--- config.mk ---
export PLATFORM = sky130hd
export DESIGN_NAME = key_matrix_note_priority_cv
export DESIGN_NICKNAME = d
export VERILOG_FILES = /design/src/rtl/knpc_pkg.sv /design/src/rtl/knpc_key_map.sv /design/src/rtl/knpc_priority.sv /design/src/rtl/key_matrix_note_priority_cv.sv
export SDC_FILE = /design/constraint.sdc
export NUM_CORES = 1
export LEC_CHECK = 0
export BUFFER_PORTS_ARGS = -buffer_cell sky130_fd_sc_hd__buf_2
export CORE_MARGIN = 2
export CORE_UTILIZATION = 26
export CTS_BUF_LIST = sky130_fd_sc_hd__clkbuf_8
export CTS_CLUSTER_SIZE = 40
export DETAILED_ROUTE_END_ITERATION = 6
export PLACE_DENSITY = 0.4
export SYNTH_ARGS = -nofsm -noshare
export SYNTH_HDL_FRONTEND = slang
export SYNTH_SLANG_ARGS = --single-unit
--- constraint.sdc ---
create_clock -name clk -period 8.95 [get_ports clk]
set_clock_uncertainty 0.15 [all_clocks]
set_input_delay 1.79 -clock clk [delete_from_list [all_inputs] [get_ports clk]]
set_output_delay 1.79 -clock clk [all_outputs]
set_load 0.03 [all_outputs]
--- src/rtl/knpc_pkg.sv ---
// ----------------------------------------------------------------------------
// knpc_pkg
// Types and constants of the key matrix note priority block.
// ----------------------------------------------------------------------------
package knpc_pkg;

    localparam int ROW_COUNT    = 11;
    localparam int COLUMN_COUNT = 6;
    localparam int KEY_COUNT    = 61;
    localparam int DAC_BITS     = 12;
    localparam int BASS_KEYS    = 25;
    localparam int KEY_BITS     = 6;
    localparam int COLUMN_BITS  = 3;

    // The DAC scale (2^12 - 1) / 60 equals 273 / 4 exactly.
    localparam int DAC_NUM   = 273;
    localparam int DAC_SHIFT = 2;
    localparam int PROD_BITS = 15;

    typedef logic [KEY_COUNT-1:0] key_map_t;

    typedef struct packed {
        logic [COLUMN_BITS-1:0] column;
        logic [ROW_COUNT-1:0]   row_bits;
        logic                   end_of_scan;
    } item_t;

    typedef struct packed {
        logic                 any_key_down;
        logic [KEY_BITS-1:0]  lowest_key;
        logic [KEY_BITS-1:0]  highest_key;
        logic [DAC_BITS-1:0]  cv_upper;
        logic [DAC_BITS-1:0]  cv_lower;
        logic [BASS_KEYS-1:0] bass_gates;
    } result_t;

    typedef struct packed {
        logic                   enable;
        logic [COLUMN_BITS-1:0] column;
        logic [ROW_COUNT-1:0]   row_bits;
    } map_update_t;

    function automatic logic [DAC_BITS-1:0] dac_code(input logic [KEY_BITS-1:0] key);
        logic [PROD_BITS-1:0] prod;
        prod = PROD_BITS'(key) * PROD_BITS'(DAC_NUM);
        return DAC_BITS'(prod >> DAC_SHIFT);
    endfunction

endpackage

--- src/rtl/knpc_key_map.sv ---
// ----------------------------------------------------------------------------
// knpc_key_map
// Holds the pressed-key map and applies one scanned column to it.
// ----------------------------------------------------------------------------
module knpc_key_map (
    input  logic                 clk,
    input  logic                 rst_n,
    input  knpc_pkg::map_update_t update,
    output knpc_pkg::key_map_t   map_next
);

    import knpc_pkg::*;

    key_map_t   key_map_reg;
    logic [2:0] offset;
    logic [6:0] base;
    logic [6:0] key;

    always_comb
    begin
        map_next = key_map_reg;
        offset   = (update.column == '0) ? COLUMN_BITS'(COLUMN_COUNT) : update.column;
        base     = '0;
        key      = '0;
        if (update.enable && (32'(update.column) < COLUMN_COUNT))
        begin
            for (int o = 0; o < ROW_COUNT; o++)
            begin
                base = 7'(offset) + 7'(COLUMN_COUNT * o);
                key  = base - 7'(COLUMN_COUNT);
                if ((base >= 7'(COLUMN_COUNT)) && (key < 7'(KEY_COUNT)))
                begin
                    map_next[key[KEY_BITS-1:0]] = update.row_bits[o];
                end
            end
        end
    end

    always_ff @(posedge clk or negedge rst_n)
    begin
        if (!rst_n)
        begin
            key_map_reg <= '0;
        end
        else
        begin
            key_map_reg <= map_next;
        end
    end

endmodule

--- src/rtl/knpc_priority.sv ---
// ----------------------------------------------------------------------------
// knpc_priority
// Finds the lowest and highest pressed key, forms the DAC codes and passes the bass key gates.
// ----------------------------------------------------------------------------
module knpc_priority (
    input  knpc_pkg::key_map_t key_map,
    output knpc_pkg::result_t  result
);

    import knpc_pkg::*;

    logic [KEY_BITS-1:0] lo;
    logic [KEY_BITS-1:0] hi;
    logic                found;

    always_comb
    begin
        lo = '0;
        hi = '0;
        for (int n = KEY_COUNT - 1; n >= 0; n--)
        begin
            if (key_map[n])
            begin
                lo = KEY_BITS'(n);
            end
        end
        for (int n = 0; n < KEY_COUNT; n++)
        begin
            if (key_map[n])
            begin
                hi = KEY_BITS'(n);
            end
        end
    end

    assign found = |key_map;

    always_comb
    begin
        result.any_key_down = found;
        result.lowest_key   = found ? lo : '0;
        result.highest_key  = found ? hi : '0;
        result.cv_upper     = found ? dac_code(hi) : '0;
        result.cv_lower     = found ? dac_code(lo) : '0;
        result.bass_gates   = key_map[BASS_KEYS-1:0];
    end

endmodule

--- src/rtl/key_matrix_note_priority_cv.sv ---
// ----------------------------------------------------------------------------
// key_matrix_note_priority_cv
// Key matrix scanner with lowest and highest note priority and CV codes.
// ----------------------------------------------------------------------------
// One column transaction is taken every clock cycle while the input side
// does not stall. An accepted transaction is held in the input register,
// from which it updates the 61-key map as it leaves; on an end-of-scan
// transaction the priority encoders and DAC scaling load the result register
// from the updated map, and the result is offered from then on.
// The input side stalls only when an end-of-scan transaction meets a result
// that has not yet been taken.
module key_matrix_note_priority_cv (
    input  logic              clk,
    input  logic              rst_n,
    input  logic              item_valid,
    output logic              item_ready,
    input  knpc_pkg::item_t   item,
    output logic              result_valid,
    input  logic              result_ready,
    output knpc_pkg::result_t result
);

    import knpc_pkg::*;

    item_t       s1_item_reg;
    logic        s1_valid_reg;
    logic        s1_valid_next;
    logic        advance;
    logic        result_valid_reg;
    logic        result_valid_next;
    result_t     result_reg;
    result_t     result_calc;
    key_map_t    map_next;
    map_update_t update;

    assign advance = s1_valid_reg
                   && (!s1_item_reg.end_of_scan || !result_valid_reg || result_ready);
    assign item_ready = !s1_valid_reg || advance;

    assign update.enable   = advance;
    assign update.column   = s1_item_reg.column;
    assign update.row_bits = s1_item_reg.row_bits;

    knpc_key_map u_key_map (
        .clk      (clk),
        .rst_n    (rst_n),
        .update   (update),
        .map_next (map_next)
    );

    knpc_priority u_priority (
        .key_map (map_next),
        .result  (result_calc)
    );

    always_comb
    begin
        s1_valid_next = item_ready ? item_valid : s1_valid_reg;
        if (advance && s1_item_reg.end_of_scan)
        begin
            result_valid_next = 1'b1;
        end
        else if (result_ready)
        begin
            result_valid_next = 1'b0;
        end
        else
        begin
            result_valid_next = result_valid_reg;
        end
    end

    always_ff @(posedge clk or negedge rst_n)
    begin
        if (!rst_n)
        begin
            s1_valid_reg     <= 1'b0;
            result_valid_reg <= 1'b0;
        end
        else
        begin
            s1_valid_reg     <= s1_valid_next;
            result_valid_reg <= result_valid_next;
        end
    end

    always_ff @(posedge clk)
    begin
        if (item_valid && item_ready)
        begin
            s1_item_reg <= item;
        end
        if (advance && s1_item_reg.end_of_scan)
        begin
            result_reg <= result_calc;
        end
    end

    assign result_valid = result_valid_reg;
    assign result       = result_reg;

endmodule

==> flow_metrics.py, run 1 <==
metrics = {
    "status": {
        "status": "finished, final reports clean",
    },
    "clock_tree": {
        "clock_tree.root_cell": "clkbuf_8",
        "clock_latency_ps": 500,
        "clk_pin_slew_ps": 90,
        "cts_resized": 0,
        "cts_buffer_depth": 2,
        "post_cts_buffers": 0,
        "tritoncts": "yes",
        "postCtsHoldBufs": 0,
        "cts_max_level": 4,
        "clock-sinks": 136,
        "cts_buffers": 17,
    },
    "layout": {
        "drive_gt1_share_pct": 17.5,
        "design_area_um2": 10400,
        "nets": 1070,
        "diodes": 0,
        "largest_register_ffs": 61,
        "syn_to_final_growth_pct": 11.7,
    },
    "logic_synthesis": {
        "synth_top_area_share_pct": 23.5,
        "synthTopCellsByArea": "edfxtp_1 (24%), dfrtp_1 (17%), nor2_1 (3.2%)",
        "ys_seq_area_share_pct": 40.4,
        "synthCells": 987,
        "yosys.area.top_type": "edfxtp_1",
        "syn-num-nets": 1024,
        "synth-main-ff-cell": "edfxtp_1",
        "async_flop_share_pct": 46.3,
        "syn-mean-instance-area_um2": 9.44,
        "ys_warn_count": 0,
        "synth-seq-cells": 136,
        "synth_cell_types": 105,
        "synth_area_um2": 9320,
        "synth-edff-count": 73,
    },
    "drt": {
        "dr.first_iter.drc_count": 784,
        "wl_met2_mm": 17.2,
        "vias": 8377,
        "wl_met3_mm": 1.66,
        "routed_wl_mm": 36.8,
        "via_per_inst": 5.56,
        "highest_layer": "met4",
        "drtAntennaViolNets": 0,
        "wl_met1_mm": 16.6,
        "firstDrtPassIters": 5,
        "drc": 0,
        "wl_per_cell_um": 24.4,
    },
    "pwr": {
        "p_int_uw": 1330,
        "p_sw_share_pct": 43.0,
        "leakage_uw": 0.00396,
        "power_uw": 2340,
        "ir_worst_vdd_mv": 0.120,
        "power_density_nw_per_um2": 225,
        "p_sw_uw": 1010,
        "p_clk_share_pct": 20.5,
        "seqPwrFrac_pct": 37.9,
        "combPwrFrac_pct": 41.6,
    },
    "grt": {
        "grt_max_degree": 64,
        "grtUsageTotal_pct": 19.8,
        "antenna_found_initial": 0,
        "grt_pass1_vias": 8358,
        "grt_pass1_wl_mm": 56.0,
        "grt-ovfl-total": 0,
    },
    "die": {
        "rows": 69,
        "die_height_um": 193,
        "coreArea_um2": 35400,
        "io_pins": 83,
        "fp.dieW_um": 193,
        "die_area_um2": 37400,
        "initial_core_util_pct": 26.3,
    },
    "critical_path": {
        "critical_path.cell_chain": "buf_4 > nor2_1 > nor2_1 > ha_1 > clkinv_1 > ha_1 > buf_4 > nor2b_1 > nand2_1 > or2_0 > a31oi_1 > o21ai_0 > nor4_2 > nand3_1 > nor3b_1 > ha_1 > ha_1 > ha_1 > fa_1 > or3_1 > a21oi_1",
        "endpoint_kind": "flip-flop",
        "slowest_delay_ps": 680,
        "path_delay_family": "simple AND/OR/NAND/NOR gates",
        "cpMaxStageDelayCell": "ha_1",
        "critPathArrivalTime_ps": 7400,
        "path_class": "reg2reg",
        "worstPathRequired_ps": 9160,
        "path_buf_inv": 3,
        "startpoint_type": "flip-flop",
        "ff2ff_setup_slack_ps": 1760,
        "crit_top_cell": "ha_1",
        "crit_fanout": 36,
    },
    "placed_design": {
        "dpl_cell_area_um2": 10100,
        "dp_hpwl_mm": 26.1,
        "io_buffer_count": 82,
        "gp_congestion": 0.878,
    },
    "timing": {
        "slew_viol_final": 0,
        "finalHoldViolCount": 0,
        "setup-tns-final_ps": 0,
        "max-slew-margin-rel_pct": 31.6,
        "holdWs_ps": 391,
        "tightestPinTransition_ps": 1000,
        "final.min_clock_period_ps": 7190,
        "min_period_over_period_pct": 80.3,
        "timing.fmax_mhz": 139,
        "rsz0062_at_grt": "no",
        "setup_viol": 0,
    },
    "min_path": {
        "hp-class": "reg2reg",
    },
    "run": {
        "maxCapViolCount": 0,
    },
}
## power by group through the flow
stage	logic [µW]	clock network [µW]	registers [µW]
after global placement	983	0	900
after global routing	1070	528	898
after floorplan	604	0	939
after CTS	978	497	887
after detailed placement	972	0	898
final	972	480	887
## routing by layer
layer  vias to the layer above  track usage, %
met5                         -               0
met4                         0            8.48
met3                        59            3.09
met2                       258            31.9
met1                      4198            26.4
li1                       3862               -
## placed cells by master (no fill, tap or decap), types with 18 or more instances in the layout
cell / Yosys / routed
clkbuf_8: 0 / 18
nor2_1: 80 / 79
nand3_1: 31 / 31
a211oi_1: 19 / 19
edfxtp_1: 73 / 73
dfrtp_1: 63 / 63
nand2_1: 47 / 47
buf_4: 11 / 24
o21ai_0: 54 / 54
buf_2: 27 / 82
inv_1: 49 / 51
a21oi_1: 50 / 50
nor2b_1: 24 / 24
## metrics by stage
step	instances	utilization, %	setup slack (ps)
6_report	1507	29.4	1760
4_1_cts	1507	29.4	1930
3_5_place_dp	1475	28.4	1580
2_1_floorplan	987	-	2370
3_3_place_gp	1475	28.4	1560
5_1_grt	1507	29.4	1390
## synthesized netlist by cell type, drive strengths merged, types with 20 or more instances
cell type   n
inv        50
clkbuf     29
nor2b      24
a21oi      50
edfxtp     73
nor2       80
a211oi     20
nand2      49
nand3      32
buf        50
dfrtp      63
o21ai      58
## cell families (layout without fill, tap and decap cells)
group,Yosys count,after routing,share of synthesized area [%]
adder cells (fa/ha/maj),18,18,2.58
AND/OR/NAND/NOR,362,362,22.8
buffers and inverters,130,189,6.70
XOR/XNOR,10,10,0.940
flip-flops,136,136,40.4
multiplexers,24,24,2.89
AO/OA/AOI/OAI,307,307,23.6
## final cells by class
cell class / instances / area (µm²)
clock inverters: 14 / 103
multi-input cells: 721 / 4930
clock buffers: 18 / 248
repair buffers: 106 / 591
inverters: 51 / 191
flip-flops and latches: 136 / 3770
well taps: 461 / 577
fillers: 3790 / 25000
## final timing paths
path / startpoint / to / depth (start not counted)
max: s1_item_reg[13] / result[35] / 21
min: result_valid / result_valid / 1
max reg2reg: s1_item_reg[13] / result[35] / 21
min reg2reg: result_valid / result_valid / 1
max in group asynchronous: rst_n / u_key_map.key_map_reg[51] / 2
min in group asynchronous: rst_n / result_valid / 2
## worst register-to-register path: stages (launching register included)
cell and delay [ps]:
edfxtp_1 460, buf_4 400, nor2_1 120, nor2_1 240, ha_1 240, clkinv_1 300, ha_1 680, buf_4 270
nor2b_1 280, nand2_1 110, or2_0 210, a31oi_1 310, o21ai_0 330, nor4_2 460, nand3_1 320, nor3b_1 450
ha_1 310, ha_1 200, ha_1 220, fa_1 450, or3_1 400, a21oi_1 140
Power figures use the tool's default switching activity.
==> inputs of run 2 (changes only) <==
- clock period: 8.95 -> 6.8 ns (I/O delays scaled with it)
==> run 2 against run 1 <==
Total power up 38%. Final cell count up 2.7%. Register-to-register slack worse by 1300 ps. Sequential power up 32%. Critical path type unchanged.
==> flow_metrics.py, run 2 (synthesized netlist as in run 1, its figures left out) <==
metrics = {
    "timing": {
        "setup_viol": 0,
        "timing.fmax_mhz": 158,
        "finalHoldViolCount": 0,
        "min_period_over_period_pct": 93.4,
        "max-slew-margin-rel_pct": 38.3,
        "setup-tns-final_ps": 0,
        "slew_viol_final": 0,
        "final.min_clock_period_ps": 6350,
        "setup_slack_ps": 451,
        "rsz0062_at_grt": "no",
        "tightestPinTransition_ps": 923,
    },
    "layout": {
        "layout_commonest_cell": "buf_2",
        "diodes": 0,
        "layout.cells.non_filler": 1548,
        "nets": 1111,
        "largest_register_ffs": 61,
        "syn_to_final_growth_pct": 15.9,
        "most-common-layout-cells": "buf_2 (82), nor2_1 (79), edfxtp_1 (73)",
        "fillCellCount": 3783,
        "drive_gt1_share_pct": 20.9,
        "utilization_pct": 30.5,
    },
    "clock_tree": {
        "tritoncts": "yes",
        "cts_buffer_depth": 2,
        "clock_latency_ps": 510,
        "clock_tree.root_cell": "clkbuf_8",
        "cts_buffers": 17,
        "clock-sinks": 136,
        "clk_pin_slew_ps": 90,
        "post_cts_buffers": 0,
        "cts_max_level": 4,
        "cts_resized": 0,
        "postCtsHoldBufs": 0,
    },
    "die": {
        "io_pins": 83,
        "rows": 69,
        "initial_core_util_pct": 26.3,
        "fp.dieW_um": 193,
        "die_height_um": 193,
        "coreArea_um2": 35400,
        "die_area_um2": 37400,
    },
    "grt": {
        "grt_max_degree": 64,
        "use_met1_pct": 26.7,
        "grt-ovfl-total": 0,
        "grt_pass1_vias": 8601,
        "gr-usage-met3_pct": 2.93,
        "grt_pass1_wl_mm": 56.6,
        "grtUsageTotal_pct": 20.1,
        "antenna_found_initial": 0,
        "top_usage_layer": "met2",
        "use_met2_pct": 32.2,
    },
    "critical_path": {
        "critPathArrivalTime_ps": 6560,
        "startpoint_type": "flip-flop",
        "endpoint_kind": "flip-flop",
        "crit_fanout": 28,
        "path_class": "reg2reg",
        "worstPathRequired_ps": 7010,
    },
    "drt": {
        "vias": 8709,
        "via_per_inst": 5.63,
        "firstDrtPassIters": 5,
        "wl_per_cell_um": 24.3,
        "drtAntennaViolNets": 0,
        "drc": 0,
        "routed_wl_mm": 37.7,
        "dr.first_iter.drc_count": 949,
    },
    "placed_design": {
        "io_buffer_count": 82,
        "placedCellCount": 1516,
        "dp_hpwl_mm": 27.4,
        "gp_congestion": 0.906,
        "dp_slack_ps": 231,
    },
    "pwr": {
        "ir_worst_vdd_mv": 0.151,
        "combPwrFrac_pct": 42.3,
        "seqPwrFrac_pct": 36.5,
        "p_sw_uw": 1360,
        "p_int_uw": 1860,
        "p_clk_share_pct": 21.1,
        "power_density_nw_per_um2": 298,
        "p_sw_share_pct": 42.3,
        "leakage_uw": 0.00420,
        "power_uw": 3220,
    },
    "status": {
        "status": "finished, final reports clean",
    },
    "run": {
        "maxCapViolCount": 0,
    },
    "min_path": {
        "hp-class": "reg2reg",
    },
}
run 2: cell count changes in the layout (fill, tap and decap cells not counted), sizes merged:
cell      before  now
clkinvlp       5    2
buf          106  147
inv           55   57
bufinv         0    1
run 2: per-layer routing:
layer  up-vias  share of wire, %
li1       3943                 -
met1      4387                44
met2       325                47
met3        54               4.9
met4         0               3.9
met5         -                 0
run 2: area by class of cell:
class                      count  area [µm²]  share of cell area [%]
tap                          461         577                    5.34
multi-input combinational    721        4940                    45.8
clock buffer                  18         248                    2.29
clock inverter                14         136                    1.26
sequential                   136        3770                    34.9
timing repair buffer         147         936                    8.67
inverter                      51         191                    1.77
run 2: through the flow:
stage | hold WS (ps) | cell area, µm²
global placement | 356 | 10400
floorplan | 335 | 9320
finish | 386 | 10800
detailed placement | 373 | 10400
CTS | 395 | 10800
global route | 429 | 10800
run 2: worst max-delay path: stages, from the launching register on:
cell,delay [ps]
edfxtp_1,370
buf_4,270
nor2_1,110
nor2_1,190
ha_1,210
buf_4,330
buf_4,300
nand2b_1,300
nor4_1,550
a21o_1,140
a21oi_1,110
nor3_1,340
o221ai_1,210
o21ai_0,450
a31oi_1,190
o21a_1,260
ha_1,310
ha_1,200
ha_1,220
fa_1,440
or3_1,390
a21oi_1,140
run 2: path summary, 6_finish.rpt:
check	start	end	slack, ps	cells past startpoint
max	s1_item_reg[13]	result[35]	450	21
min	result_valid	result_valid	390	1
max reg2reg	s1_item_reg[13]	result[35]	450	21
min reg2reg	result_valid	result_valid	390	1
max in group asynchronous	rst_n	u_key_map.key_map_reg[42]	4970	2
min in group asynchronous	rst_n	s1_valid_reg	880	2
run 2: power by group through the flow:
stage               Combinational, µW  Sequential (µW)  Clock (µW)
finish                           1360             1170         680
global placement                 1360             1190           0
floorplan                         794             1240           0
CTS                              1360             1170         710
detailed placement               1350             1190           0
global route                     1480             1190         742
